`src/hdl/dad_pkg.sv`:
```
// package for the date add days unit: microcode types, program table and calendar helpers
`default_nettype none

package dad_pkg;

    localparam int YEAR_MAX_DEF    = 9999;
    localparam int OFFSET_BITS_DEF = 21;

    localparam int PC_W = 3;

    localparam logic [PC_W-1:0] PC_WAIT   = 3'd0;
    localparam logic [PC_W-1:0] PC_MOD400 = 3'd1;
    localparam logic [PC_W-1:0] PC_DOY    = 3'd2;
    localparam logic [PC_W-1:0] PC_ADDOFS = 3'd3;
    localparam logic [PC_W-1:0] PC_YSTEP  = 3'd4;
    localparam logic [PC_W-1:0] PC_FLAGS  = 3'd5;
    localparam logic [PC_W-1:0] PC_MSTEP  = 3'd6;
    localparam logic [PC_W-1:0] PC_EMIT   = 3'd7;

    typedef enum logic [2:0] {
        OP_LOAD,
        OP_SUB400,
        OP_DOY,
        OP_ADDOFS,
        OP_YSTEP,
        OP_FLAGS,
        OP_MSTEP,
        OP_EMIT
    } t_op;

    typedef enum logic [2:0] {
        C_NEVER,
        C_NOACC,
        C_GE400,
        C_YMOVE,
        C_BAD,
        C_MMOVE,
        C_OBUSY
    } t_cond;

    typedef struct packed {
        t_op              op;
        t_cond            cond;
        logic [PC_W-1:0]  tgt;
    } t_uword;

    // program: jump to tgt when cond holds, else fall through to the next step
    function automatic t_uword dad_ucode(input logic [PC_W-1:0] pc);
        t_uword w;
        unique case (pc)
            PC_WAIT:   w = '{op: OP_LOAD,   cond: C_NOACC, tgt: PC_WAIT};
            PC_MOD400: w = '{op: OP_SUB400, cond: C_GE400, tgt: PC_MOD400};
            PC_DOY:    w = '{op: OP_DOY,    cond: C_NEVER, tgt: PC_WAIT};
            PC_ADDOFS: w = '{op: OP_ADDOFS, cond: C_NEVER, tgt: PC_WAIT};
            PC_YSTEP:  w = '{op: OP_YSTEP,  cond: C_YMOVE, tgt: PC_YSTEP};
            PC_FLAGS:  w = '{op: OP_FLAGS,  cond: C_BAD,   tgt: PC_EMIT};
            PC_MSTEP:  w = '{op: OP_MSTEP,  cond: C_MMOVE, tgt: PC_MSTEP};
            PC_EMIT:   w = '{op: OP_EMIT,   cond: C_OBUSY, tgt: PC_EMIT};
            default:   w = '{op: OP_LOAD,   cond: C_NOACC, tgt: PC_WAIT};
        endcase
        return w;
    endfunction

    // leap rule on the year modulo 400
    function automatic logic dad_leap(input logic [8:0] c);
        return (c[1:0] == 2'd0) && !((c == 9'd100) || (c == 9'd200) || (c == 9'd300));
    endfunction

    function automatic logic [8:0] dad_dbm(input logic [3:0] m);
        logic [8:0] d;
        case (m)
            4'd0:    d = 9'd0;
            4'd1:    d = 9'd31;
            4'd2:    d = 9'd59;
            4'd3:    d = 9'd90;
            4'd4:    d = 9'd120;
            4'd5:    d = 9'd151;
            4'd6:    d = 9'd181;
            4'd7:    d = 9'd212;
            4'd8:    d = 9'd243;
            4'd9:    d = 9'd273;
            4'd10:   d = 9'd304;
            default: d = 9'd334;
        endcase
        return d;
    endfunction

    function automatic logic [4:0] dad_mlen(input logic [3:0] m, input logic leap);
        logic [4:0] d;
        case (m)
            4'd1:                   d = leap ? 5'd29 : 5'd28;
            4'd3, 4'd5, 4'd8, 4'd10: d = 5'd30;
            default:                d = 5'd31;
        endcase
        return d;
    endfunction

endpackage

`default_nettype wire

```
`src/hdl/date_add_days_unit.sv`:
```
// date add days unit: gregorian date plus signed day offset, microcoded sequencer
//
// input channel: i_valid / o_stall carry start year, month, day and a signed day
// offset; an item is taken on a rising edge with i_valid high and o_stall low.
// output channel: o_valid / i_stall carry the result date and the overflow flag.
// one item is worked at a time by an eight-step program in a read-only table.
// the step counter walks: load, year modulo 400 (400 years taken off per step),
// day of year, add offset, then one step per whole year crossed, a range check,
// then, unless that check fails, one step per month crossed and the output write.
// a new item is taken as soon as the previous result sits in the output register,
// even while that result is still stalled.
// a result outside years 1 to YEAR_MAX sets o_year_overflow and clamps the date.
// reset (synchronous, active low) returns the sequencer to its wait step and
// empties the output register.
// while i_stall is high a waiting result holds, and a sequencer that reaches its
// output step waits there.
`default_nettype none

module date_add_days_unit
    import dad_pkg::*;
#(
    parameter int YEAR_MAX    = YEAR_MAX_DEF,
    parameter int OFFSET_BITS = OFFSET_BITS_DEF
) (
    input  wire logic                          i_clk,
    input  wire logic                          i_rst_n,
    input  wire logic                          i_valid,
    output logic                               o_stall,
    input  wire logic [13:0]                   i_start_year,
    input  wire logic [3:0]                    i_start_month,
    input  wire logic [4:0]                    i_start_day,
    input  wire logic signed [OFFSET_BITS-1:0] i_day_offset,
    output logic                               o_valid,
    input  wire logic                          i_stall,
    output logic [13:0]                        o_result_year,
    output logic [3:0]                         o_result_month,
    output logic [4:0]                         o_result_day,
    output logic                               o_year_overflow
);

    localparam int YLIM = (YEAR_MAX + 2 > 16384) ? YEAR_MAX + 2 : 16384;
    localparam int YW   = $clog2(YLIM);
    localparam int TW   = ((OFFSET_BITS > 10) ? OFFSET_BITS : 10) + 2;

    localparam logic [YW-1:0] YMAX_Y  = YW'(YEAR_MAX);
    localparam logic [13:0]   YMAX_14 = 14'(YEAR_MAX);

    logic [PC_W-1:0]                r_pc, n_pc;
    logic [YW-1:0]                  r_year, n_year;
    logic [YW-1:0]                  r_c400, n_c400;
    logic [3:0]                     r_mon, n_mon;
    logic [4:0]                     r_day, n_day;
    logic signed [OFFSET_BITS-1:0]  r_ofs, n_ofs;
    logic signed [TW-1:0]           r_t, n_t;
    logic                           r_under, n_under;
    logic                           r_over, n_over;
    logic                           r_o_valid, n_o_valid;
    logic [13:0]                    r_o_year, n_o_year;
    logic [3:0]                     r_o_month, n_o_month;
    logic [4:0]                     r_o_day, n_o_day;
    logic                           r_o_ovf, n_o_ovf;

    t_uword                         uw;
    logic                           accept;
    logic                           jump;
    logic                           t_neg;
    logic [8:0]                     c9, c_prev, c_next;
    logic                           leap_cur, leap_prev;
    logic signed [TW-1:0]           ylen, ylen_prev, mlen_s;
    logic                           go_dn, go_up, y_move;
    logic                           under_c, over_c;
    logic                           m_move;
    logic                           o_busy;
    logic [3:0]                     mon_idx;

    assign uw        = dad_ucode(r_pc);
    assign o_stall   = (r_pc != PC_WAIT);
    assign accept    = i_valid && !o_stall;
    assign o_busy    = r_o_valid && i_stall;

    assign t_neg     = r_t[TW-1];
    assign c9        = r_c400[8:0];
    assign c_prev    = (c9 == 9'd0) ? 9'd399 : c9 - 9'd1;
    assign c_next    = (c9 == 9'd399) ? 9'd0 : c9 + 9'd1;
    assign leap_cur  = dad_leap(c9);
    assign leap_prev = dad_leap(c_prev);
    assign ylen      = TW'(365) + TW'(leap_cur);
    assign ylen_prev = TW'(365) + TW'(leap_prev);
    assign mlen_s    = TW'(dad_mlen(r_mon, leap_cur));

    assign go_dn     = t_neg && (r_year != '0);
    assign go_up     = !t_neg && (r_t >= ylen) && (r_year <= YMAX_Y);
    assign y_move    = go_dn || go_up;
    assign under_c   = t_neg || (r_year == '0);
    assign over_c    = !under_c && (r_year > YMAX_Y);
    assign m_move    = (r_mon < 4'd11) && (r_t >= mlen_s);

    assign mon_idx   = (i_start_month == 4'd0) ? 4'd0 :
                       (i_start_month > 4'd12) ? 4'd11 : i_start_month - 4'd1;

    always_comb begin
        unique case (uw.cond)
            C_NEVER: jump = 1'b0;
            C_NOACC: jump = !accept;
            C_GE400: jump = (r_c400 >= YW'(400));
            C_YMOVE: jump = y_move;
            C_BAD:   jump = under_c || over_c;
            C_MMOVE: jump = m_move;
            C_OBUSY: jump = o_busy;
            default: jump = 1'b0;
        endcase
        n_pc = jump ? uw.tgt : r_pc + 3'd1;
    end

    always_comb begin
        n_year    = r_year;
        n_c400    = r_c400;
        n_mon     = r_mon;
        n_day     = r_day;
        n_ofs     = r_ofs;
        n_t       = r_t;
        n_under   = r_under;
        n_over    = r_over;
        n_o_valid = r_o_valid && i_stall;
        n_o_year  = r_o_year;
        n_o_month = r_o_month;
        n_o_day   = r_o_day;
        n_o_ovf   = r_o_ovf;
        unique case (uw.op)
            OP_LOAD: begin
                if (accept) begin
                    n_year = YW'(i_start_year);
                    n_c400 = YW'(i_start_year);
                    n_mon  = mon_idx;
                    n_day  = i_start_day;
                    n_ofs  = i_day_offset;
                end
            end
            OP_SUB400: begin
                if (r_c400 >= YW'(400)) begin
                    n_c400 = r_c400 - YW'(400);
                end
            end
            OP_DOY: begin
                n_t = TW'(dad_dbm(r_mon)) + TW'((r_mon >= 4'd2) && leap_cur)
                      + TW'(r_day) - TW'(1);
            end
            OP_ADDOFS: begin
                n_t = r_t + TW'(r_ofs);
            end
            OP_YSTEP: begin
                if (go_dn) begin
                    n_t    = r_t + ylen_prev;
                    n_year = r_year - YW'(1);
                    n_c400 = YW'(c_prev);
                end else if (go_up) begin
                    n_t    = r_t - ylen;
                    n_year = r_year + YW'(1);
                    n_c400 = YW'(c_next);
                end
            end
            OP_FLAGS: begin
                n_under = under_c;
                n_over  = over_c;
                n_mon   = 4'd0;
            end
            OP_MSTEP: begin
                if (m_move) begin
                    n_t   = r_t - mlen_s;
                    n_mon = r_mon + 4'd1;
                end
            end
            OP_EMIT: begin
                if (!o_busy) begin
                    n_o_valid = 1'b1;
                    if (r_under) begin
                        n_o_year  = 14'd1;
                        n_o_month = 4'd1;
                        n_o_day   = 5'd1;
                        n_o_ovf   = 1'b1;
                    end else if (r_over) begin
                        n_o_year  = YMAX_14;
                        n_o_month = 4'd12;
                        n_o_day   = 5'd31;
                        n_o_ovf   = 1'b1;
                    end else begin
                        n_o_year  = r_year[13:0];
                        n_o_month = r_mon + 4'd1;
                        n_o_day   = r_t[4:0] + 5'd1;
                        n_o_ovf   = 1'b0;
                    end
                end
            end
            default: begin
                n_t = r_t;
            end
        endcase
    end

    always_ff @(posedge i_clk) begin
        if (!i_rst_n) begin
            r_pc      <= PC_WAIT;
            r_o_valid <= 1'b0;
        end else begin
            r_pc      <= n_pc;
            r_o_valid <= n_o_valid;
        end
    end

    always_ff @(posedge i_clk) begin
        r_year    <= n_year;
        r_c400    <= n_c400;
        r_mon     <= n_mon;
        r_day     <= n_day;
        r_ofs     <= n_ofs;
        r_t       <= n_t;
        r_under   <= n_under;
        r_over    <= n_over;
        r_o_year  <= n_o_year;
        r_o_month <= n_o_month;
        r_o_day   <= n_o_day;
        r_o_ovf   <= n_o_ovf;
    end

    assign o_valid         = r_o_valid;
    assign o_result_year   = r_o_year;
    assign o_result_month  = r_o_month;
    assign o_result_day    = r_o_day;
    assign o_year_overflow = r_o_ovf;

    a_accept_starts: assert property (@(posedge i_clk) disable iff (!i_rst_n)
        accept |=> (r_pc == PC_MOD400))
        else $error("accepted item did not start the program");

    a_result_held: assert property (@(posedge i_clk) disable iff (!i_rst_n)
        (r_o_valid && i_stall) |=> r_o_valid)
        else $error("stalled result dropped");

    a_flags_exclusive: assert property (@(posedge i_clk) disable iff (!i_rst_n)
        (r_pc == PC_EMIT) |-> !(r_under && r_over))
        else $error("underflow and overflow both set");

    a_month_range: assert property (@(posedge i_clk) disable iff (!i_rst_n)
        (r_pc == PC_MSTEP) |-> (r_mon < 4'd12) && !t_neg)
        else $error("month walk out of range");

endmodule

`default_nettype wire
```
`config.mk`:
```
export PLATFORM = sky130hd
export DESIGN_NAME = date_add_days_unit
export DESIGN_NICKNAME = d
export VERILOG_FILES = /design/src/hdl/dad_pkg.sv /design/src/hdl/date_add_days_unit.sv
export SDC_FILE = /design/constraint.sdc
export NUM_CORES = 1
export LEC_CHECK = 0
export BUFFER_PORTS_ARGS = -buffer_cell sky130_fd_sc_hd__buf_2
export CAP_MARGIN = 20
export CORE_MARGIN = 5
export CORE_UTILIZATION = 55
export DETAILED_ROUTE_END_ITERATION = 8
export GPL_ROUTABILITY_DRIVEN = 0
export PLACE_DENSITY_LB_ADDON = 0.2
export SLEW_MARGIN = 20
export SYNTH_ARGS = -nofsm -noshare
export SYNTH_HDL_FRONTEND = slang
export SYNTH_SLANG_ARGS = --single-unit
```
`constraint.sdc`:
```
create_clock -name i_clk -period 6.3 [get_ports i_clk]
set_clock_uncertainty 0.05 [all_clocks]
set_input_delay 0.315 -clock i_clk [delete_from_list [all_inputs] [get_ports i_clk]]
set_output_delay 0.315 -clock i_clk [all_outputs]
set_load 0.05 [all_outputs]
```
# Word-level counts from Yosys, hierarchy flattened
# Memories as Yosys holds them, arrays and structs flattened. A register that Yosys moved wholly into a read port is not among the register bits.
# Index checks and enable logic that the tools add are counted.
# op_classes
add_sub_neg	18
magnitude_cmp	8
n_eq_ne	29
n_mux	31
bitwise_logic	1
n_reduce_logical	43
# ops
op	count
$mux 14	7
$pmux 23 s4	1
$mux 23	3
$pmux 14 s3	1
$pmux 14 s2	1
$eq 9x9->1 const B	3
$mux 9	3
$mux 4	6
$add 23x11->23	1
$add 23x21->23	1
$ge 23x11->1	1
$ge 23x6->1	1
$sub 23x11->23	1
$sub 23x6->23	1
$eq 3x3->1 const B	7
$add 9x1->10 const A	2
$eq 9x7->1 const B	2
$eq 9x8->1 const B	2
$add 14x1->14 const B	1
$ge 14x9->1 const B	1
$gt 14x14->1 const B	1
$le 14x14->1 const B	1
$logic_not 14->1	1
$reduce_bool 14->1	1
44 further kinds	80
# totals
reg_bits	111
romBits	216
in_bits	48
out_inout_bits	26
elab_cells	149
n_memories	2
# mem_list
name	words	width	read_ports	rd_ports_with_merged_regs	wr	line_no	rtl
(no name shown)	16	9	1	1	0	dad_pkg.sv:71	case (m)
(no name shown)	8	9	1	1	0	dad_pkg.sv:50	unique case (pc)

# Logic depth before layout (Yosys ltp)
# Gate-level depths: netlist (run 1).
# logic_depth
word_depth	13
depth_mapped	20
depth_no_buf	20

# Worst setup path before layout (run 1)
# Ideal clock, no wire load.
# synth_path
path_kind	reg-to-reg
startpoint	register r_c400[4]
endpoint	register r_t[20], data pin
setup_ps	278
arrival_time_ps	4464
t_required_ps	5972
slack_ps	1508
stages_incl_launch_ff	21
path_buffers	0
synth_period_minus_slack_ps	4792
cell_sequence	edfxtp_1 inv_1 ha_1 nand3_1 nor3b_1 a211oi_1 nor3_1 a21oi_1 o31a_1 o21ai_0 ha_1 inv_1 fa_1 nor3b_1 o21ai_0 a21oi_1 nor3b_1 a41oi_1 xnor2_1 a21oi_1 nand4_1
# synth_via
elab_chain_cells	11
elab_cells_between_ends	33
classes_between	add/sub (9); eq/ne (6); mux (7); reduce/logical (11)
# synth_rtl
element	line_no	rtl
start, declared	date_add_days_unit.sv:50	logic [YW-1:0] r_c400, n_c400;
start signal, assigned	date_add_days_unit.sv:212	r_c400 <= n_c400;
$sub 9x1->9 or $logic_not 9->1 (tied branches)	date_add_days_unit.sv:83	assign c_prev = (c9 == 9'd0) ? 9'd399 : c9 - 9'd1;
$mux 9	date_add_days_unit.sv:83	
$eq 9x7->1 or $eq 9x8->1 (tied branches)	dad_pkg.sv:66	return (c[1:0] == 2'd0) && !((c == 9'd100) || (c == 9'd200) || (c == 9'd300));
$logic_or 1x1->1 (2 in series)	dad_pkg.sv:66	
$logic_not 1->1	dad_pkg.sv:66	
$logic_and 1x1->1	dad_pkg.sv:66	
$add 9x1->10	date_add_days_unit.sv:88	assign ylen_prev = TW'(365) + TW'(leap_prev);
$add 23x11->23	date_add_days_unit.sv:153	n_t = r_t + ylen_prev;
$mux 23	date_add_days_unit.sv:152	if (go_dn) begin
$pmux 23 s4 (*)	date_add_days_unit.sv:129	unique case (uw.op)
named net n_t[20]	date_add_days_unit.sv:54	logic signed [TW-1:0] r_t, n_t;
end signal, assigned	date_add_days_unit.sv:216	r_t <= n_t;
end, declared	date_add_days_unit.sv:54	
# The timed path passes the listed nets; every way through them passes the cells marked *. The select of a mux whose other input is x is not followed.
# A chain may end at the register's enable or synchronous reset.

# Final worst setup path (run 1)
# layout_path
startpoint	register r_c400[4]
endpoint	register r_t[18], data pin
# Same word-level chain as after synthesis.

==> impl_metrics.toml, run 1 <==
[status]
status = "finished, final reports clean"

[yosys]
async_flop_share = 0
synth-main-ff-cell = "edfxtp_1"
synth_cell_types = 87
yosys_register_bits = 127
synth.largest_area_cell = "edfxtp_1"
synth_area_sq_mm = 0.01011
syn_area_per_cell_sq_um = 8.994
synth_fp_nets = 1258
synthCells = 1124
synth_top_area_frac = 0.3178
synth_top_cells_by_area = "edfxtp_1 (32%), ha_1 (9.9%), o21ai_0 (4.0%)"
synth_edf_count = 107
ys_seq_area_frac = 0.3574
ys_warn_count = 0

[cts]
clk_latency_ps = 430
clock_sinks = 127
cts_buffer_depth = 2
cts_root_buffer = "clkbuf_16"
cts_tree = "done"
cts_buffers = 17
cts.htree.levels = 4
clk_pin_slew_ps = 60
post_cts_buffers = 0

[layout]
post-route-cell-area_sq_mm = 0.01131
fin_util = 0.6277
drive_gt1_frac = 0.1215
seqCellArea_sq_mm = 0.003613
fill_cells = 1547
antennaDiodeCount = 0
fin_nets = 1314
multi_input_area_sq_mm = 0.006046
syn_to_final_growth_pct = 11.91

[timing]
max_freq_mhz = 179.5
slew_violations = 0
tightest_slew_ps = 1103
maxSlewHeadroom = 0.2622
setup_viol = 0
timing.setup.tns_ps = 0
hold_viol_final = 0
finalCriticalPeriod_ps = 5570
grt_setup_unrepaired = "false"
fin_crit_sh = 0.8842

[floorplanning]
num_rows = 49
ios = 74
dieWidth_um = 145.6
core_sq_mm = 0.01802
dieArea_sq_mm = 0.02119
die_h_um = 145.6
initial_core_util = 0.5609

[global_routing]
grt_pass1_vias = 8020
grtUsageTotal = 0.2370
antenna_found_initial = 0
overflow = 0
grt_pass1_wl_um = 41420
grt_max_degree = 39

[critical_path]
cp.required_ps = 6380
rr_worst_depth = 20
cp-end-kind = "register"
critPathLaunchType = "register"
critPathSlowestCell = "nor3b_1"
worstSetupPathType = "register to register"
r2r_setup_slack_ps = 730
worstPathArrival_ps = 5650
crit_top_cell = "o21ai_0"
timing.rr.start = "r_c400[4]"
max_stage_delay_ps = 570
worstPathMaxFanout = 8
crit_chain = "inv_1, ha_1, nand3_1, nor3b_2, a211oi_1, nor3_1, a21oi_1, o31a_1, o21ai_0, ha_1, inv_1, fa_1, nor3b_1, o21ai_0, a21oi_1, nor3b_1, a22oi_1, and2_1, o21ai_0, o211ai_1"
crit_buf_inv = 2
r2r_end = "r_t[18]"
critPathTopFamily = "simple AND/OR/NAND/NOR gates"

[routing]
drcViolationCount = 0
first_iter_violations = 796
firstDrtPassIters = 8
vias_per_cell = 6.186
post_drt_wl_per_cell_um = 18.23
ant_nets = 0
vias = 8796
wl_um = 25930

[min_path]
min_to = "r_ofs[4]"
hold_path.class = "input pin to register"
hold_depth = 1
hold_start = "i_day_offset[4]"

[place]
io_buffers = 73
place_area_sq_mm = 0.01063
hpwl_um = 18980

[pwr]
p_leak_nw = 4.544
powerDensity_mw_per_mm2 = 536.2
ir_drop_uv = 294.7

[job]
drv_cap = 0
repair_timing:
item,CTS,global route
hold endpoints to repair,7,2
endpoints found under the setup margin,0,3
hold buffers,7,2
gates resized for setup,0,1
registers in the layout (all words and copies together) (netlist names), 3 cells and up, named ones only:
register        flops
r_t                23
r_ofs              21
o_result_year      14
r_c400             14
r_year             14
uw                  7
o_result_day        5
r_day               5
o_result_month      4
r_mon               4
r_pc                3
cells by family (layout without fill, tap and decap cells):
group	Yosys count	count (layout)	synth area share
DFF	127	127	0.3574
and+or+nand+nor	371	371	0.1842
xor gates and xnor gates	75	75	0.06498
adders and majority gates	86	86	0.1109
buffers and inverters	123	192	0.04740
AOI/OAI and AO/OA	318	318	0.2092
muxes	24	24	0.02599
cells in the mapped netlist, types with 18 or more instances:
| master | n |
|---|---|
| nor2_1 | 105 |
| a21oi_1 | 65 |
| nor3_1 | 31 |
| dfxtp_1 | 20 |
| nand2_1 | 94 |
| xnor2_1 | 43 |
| inv_1 | 66 |
| a21o_1 | 18 |
| clkbuf_1 | 43 |
| nand3_1 | 26 |
| o21ai_0 | 81 |
| ha_1 | 80 |
| xor2_1 | 32 |
| edfxtp_1 | 107 |
worst register-to-register path: stages (launching register included):
cell      delay [ps]
edfxtp_1         500
inv_1            200
ha_1             290
nand3_1          190
nor3b_2          470
a211oi_1         160
nor3_1           230
a21oi_1           60
o31a_1           270
o21ai_0          340
ha_1             250
inv_1             60
fa_1             400
nor3b_1          170
o21ai_0          250
a21oi_1          130
nor3b_1          570
a22oi_1          190
and2_1           230
o21ai_0          140
o211ai_1         110
worst max-delay path by stage:
| stage | start | to | slack, ps | depth (start not counted) |
|---|---|---|---|---|
| floorplan | r_c400[4] | r_t[20] | 1510 | 20 |
| global placement | r_c400[4] | r_t[20] | 880 | 20 |
| detailed placement | r_c400[4] | r_t[18] | 590 | 20 |
| CTS | r_c400[4] | r_t[18] | 520 | 20 |
| global route | r_c400[4] | r_t[18] | 220 | 20 |
| finish | r_c400[4] | r_t[18] | 730 | 20 |
final cells by class:
type | count | area share
inverter | 69 | 0.02289
clock buffer | 21 | 0.04258
clock inverter | 11 | 0.009179
tap | 229 | 0.02533
timing repair buffer | 91 | 0.04623
sequential | 127 | 0.3194
multi-input combinational | 874 | 0.5344
through the flow:
| stage | cells | hold WS, ps | worst slack [ps] | total power (W) |
|---|---|---|---|---|
| 3_5_place_dp | 1381 | 443.1 | 590.3 | 0.005020 |
| 5_1_grt | 1422 | 0.4191 | 215.8 | 0.006545 |
| 6_report | 1422 | 10.92 | 729.6 | 0.006067 |
| 4_1_cts | 1420 | 0.3519 | 515.1 | 0.006031 |
| 2_1_floorplan | 1124 | 363.9 | 1508 | 0.004246 |
| 3_3_place_gp | 1381 | 440.9 | 883.8 | 0.004961 |
where the power goes:
group          internal (W)  switching (W)  total [W]
combinational       0.00142        0.00196    0.00337
sequential          0.00134       0.000378    0.00172
clock              0.000590       0.000385   0.000975
total               0.00335        0.00272    0.00607
layout by cell type (no fill, tap or decap), types with 20 or more instances in the layout:
cell type    n
o21ai_0     80
ha_1        80
nor3_1      29
a21oi_1     64
inv_1       66
nor2_1     105
buf_2       73
dfxtp_1     20
xnor2_1     43
xor2_1      32
edfxtp_1   107
nand3_1     26
nand2_1     94
layer usage:
metal,vias to the layer above,wire length [um],global-route usage,part of all wire
met1,4126,11730,0.3392,0.45
met3,32,2322,0.06447,0.090
met4,0,369,0.05737,0.014
li1,4267,-,-,-
met2,371,11510,0.3586,0.44
met5,-,0,0,0
Note: power is estimated with default switching activity, not from simulation.
==> run 2: changes to the inputs <==
Clock period 6.3 ns to 4.75 ns, I/O delays scaled along.
==> run 2 against run 1 <==
Effect of this change: register-to-register slack worse by 470 ps; first-iteration DRC count fell by 18%; clock power rose by 36%; core utilization is 2.6 points higher; largest power group unchanged; critical path type unchanged.
==> impl_metrics.toml, run 2 (synthesized netlist as in run 1, its figures left out) <==
[routing]
vias_per_cell = 6.140
wl_um = 26660
ant_nets = 0
drcViolationCount = 0
post_drt_wl_per_cell_um = 18.11
firstDrtPassIters = 5
first_iter_violations = 650
vias = 9038

[global_routing]
grtUsageMet1 = 0.3456
grt_pass1_vias = 8296
overflow = 0
grt-busiest-layer = "met2"
antenna_found_initial = 0
use_met3 = 0.05979
grt_pass1_wl_um = 42520
use_met2 = 0.3676
grtUsageTotal = 0.2435
grt_max_degree = 39

[layout]
final_common_cell = "edfxtp_1"
reg_top3 = "r_t: 23 flops, r_ofs: 21 flops"
fill_cells = 1517
largest_register_ffs = 23
final_cell_mix = "edfxtp_1 (107), nor2_1 (105), nand2_1 (94), ha_1 (79), o21ai_0 (78)"
antennaDiodeCount = 0
drive_gt1_frac = 0.1480
fin_nets = 1364
largest-register = "r_t"
fin_util = 0.6532
syn_to_final_growth_pct = 16.46

[cts]
clock_sinks = 127
cts_root_buffer = "clkbuf_16"
clk_pin_slew_ps = 50
cts_buffer_depth = 2
clk_latency_ps = 430
cts_tree = "done"
cts.htree.levels = 4
cts_buffers = 17

[pwr]
intPower_w = 0.004656
p_leak_nw = 4.781
swShare = 0.4409
powerDensity_mw_per_mm2 = 707.4
ir_drop_uv = 394.7
p_switching_w = 0.003672
power_frac_clock = 0.160
seq_power_share = 0.263
finalPower_w = 0.008329
share_comb_of_total_power = 0.577

[timing]
whs_ps = 85.42
fin_crit_sh = 0.9452
hold_viol_final = 0
tightest_slew_ps = 1160
max_freq_mhz = 222.7
finalCriticalPeriod_ps = 4490
worst_slack_ps = 260.1
maxSlewHeadroom = 0.2236
slew_violations = 0
setup_viol = 0

[floorplanning]
die_h_um = 145.6
initial_core_util = 0.5609
dieArea_sq_mm = 0.02119
core_sq_mm = 0.01802
dieWidth_um = 145.6
num_rows = 49
ios = 74

[job]
drv_cap = 0

[critical_path]
cp.required_ps = 5010
worstPathMaxFanout = 5
critPathLaunchType = "register"
worstSetupPathType = "register to register"
cp-end-kind = "register"
worstPathArrival_ps = 4750
r2r_setup_slack_ps = 260

[place]
dp_slack_ps = 46.64
hpwl_um = 19200
io_buffers = 73

[status]
status = "finished, final reports clean"

[min_path]
hold_path.class = "input pin to register"
run 2: cell types whose count changed in the layout (fill, tap and decap cells not counted), sizes merged:
cell / previous run / this run
buf: 82 / 115
clkinvlp: 1 / 2
clkbuf: 21 / 18
bufinv: 1 / 3
clkinv: 6 / 8
dlygate4sd3: 9 / 26
inv: 72 / 70
run 2: routing by layer:
metal / wire length, um / vias to the layer above / share of wire
met3: 1994 / 37 / 0.075
met2: 12230 / 345 / 0.46
met4: 385 / 0 / 0.014
met5: 0 / - / 0
li1: - / 4370 / -
met1: 12050 / 4286 / 0.45
run 2: path summary, 6_finish.rpt:
path	start	cells past startpoint	endpoint
max	r_c400[4]	19	uw[0]
min	i_rst_n	2	uw[3]
min reg2reg	o_valid	2	o_valid
max reg2reg	r_c400[4]	19	uw[0]
run 2: area by class of cell:
class | count | area, sq um | area share
clock buffer | 18 | 429.2 | 0.03645
clock inverter | 14 | 166.4 | 0.01413
inverter | 69 | 259.0 | 0.02200
multi-input combinational | 874 | 6078 | 0.5163
sequential | 127 | 3613 | 0.3069
tap | 229 | 286.5 | 0.02434
timing repair buffer | 141 | 940.9 | 0.07991
run 2: repair_timing:
item	4_1_cts	5_1_grt
resized for setup	0	11
endpoints found under the setup margin	0	24
hold endpoints to repair	26	0
hold buffers	26	0
buffers inserted	0	13
run 2: per-stage QoR:
stage / TNS, ps / instances / instance area [sq um]
floorplan: 0 / 1124 / 10110
global placement: 0 / 1401 / 10780
detailed placement: 0 / 1401 / 10780
CTS: 0 / 1459 / 11640
global route: -128.1 / 1472 / 11770
finish: 0 / 1472 / 11770
run 2: critical path, cell delays in order (launching register included):
cell and delay [ps]:
edfxtp_1 390, inv_2 130, ha_1 180, nor4bb_1 280
o21ai_0 130, o211ai_1 460, nor2_1 80, nor2_1 100
nor2_1 60, ha_1 210, nor2b_1 140, o211ai_1 200
or3b_4 360, o21ai_1 120, nor4b_1 440, a21oi_2 120
mux2_1 360, and2_1 180, ha_1 210, a22o_1 200
run 2: power by group through the flow:
stage	combinational [W]	clock (W)	sequential (W)
6_report	0.00480	0.00133	0.00219
5_1_grt	0.00532	0.00141	0.00224
4_1_cts	0.00463	0.00135	0.00218
3_5_place_dp	0.00457	0	0.00220
3_3_place_gp	0.00450	0	0.00219
2_1_floorplan	0.00363	0	0.00200
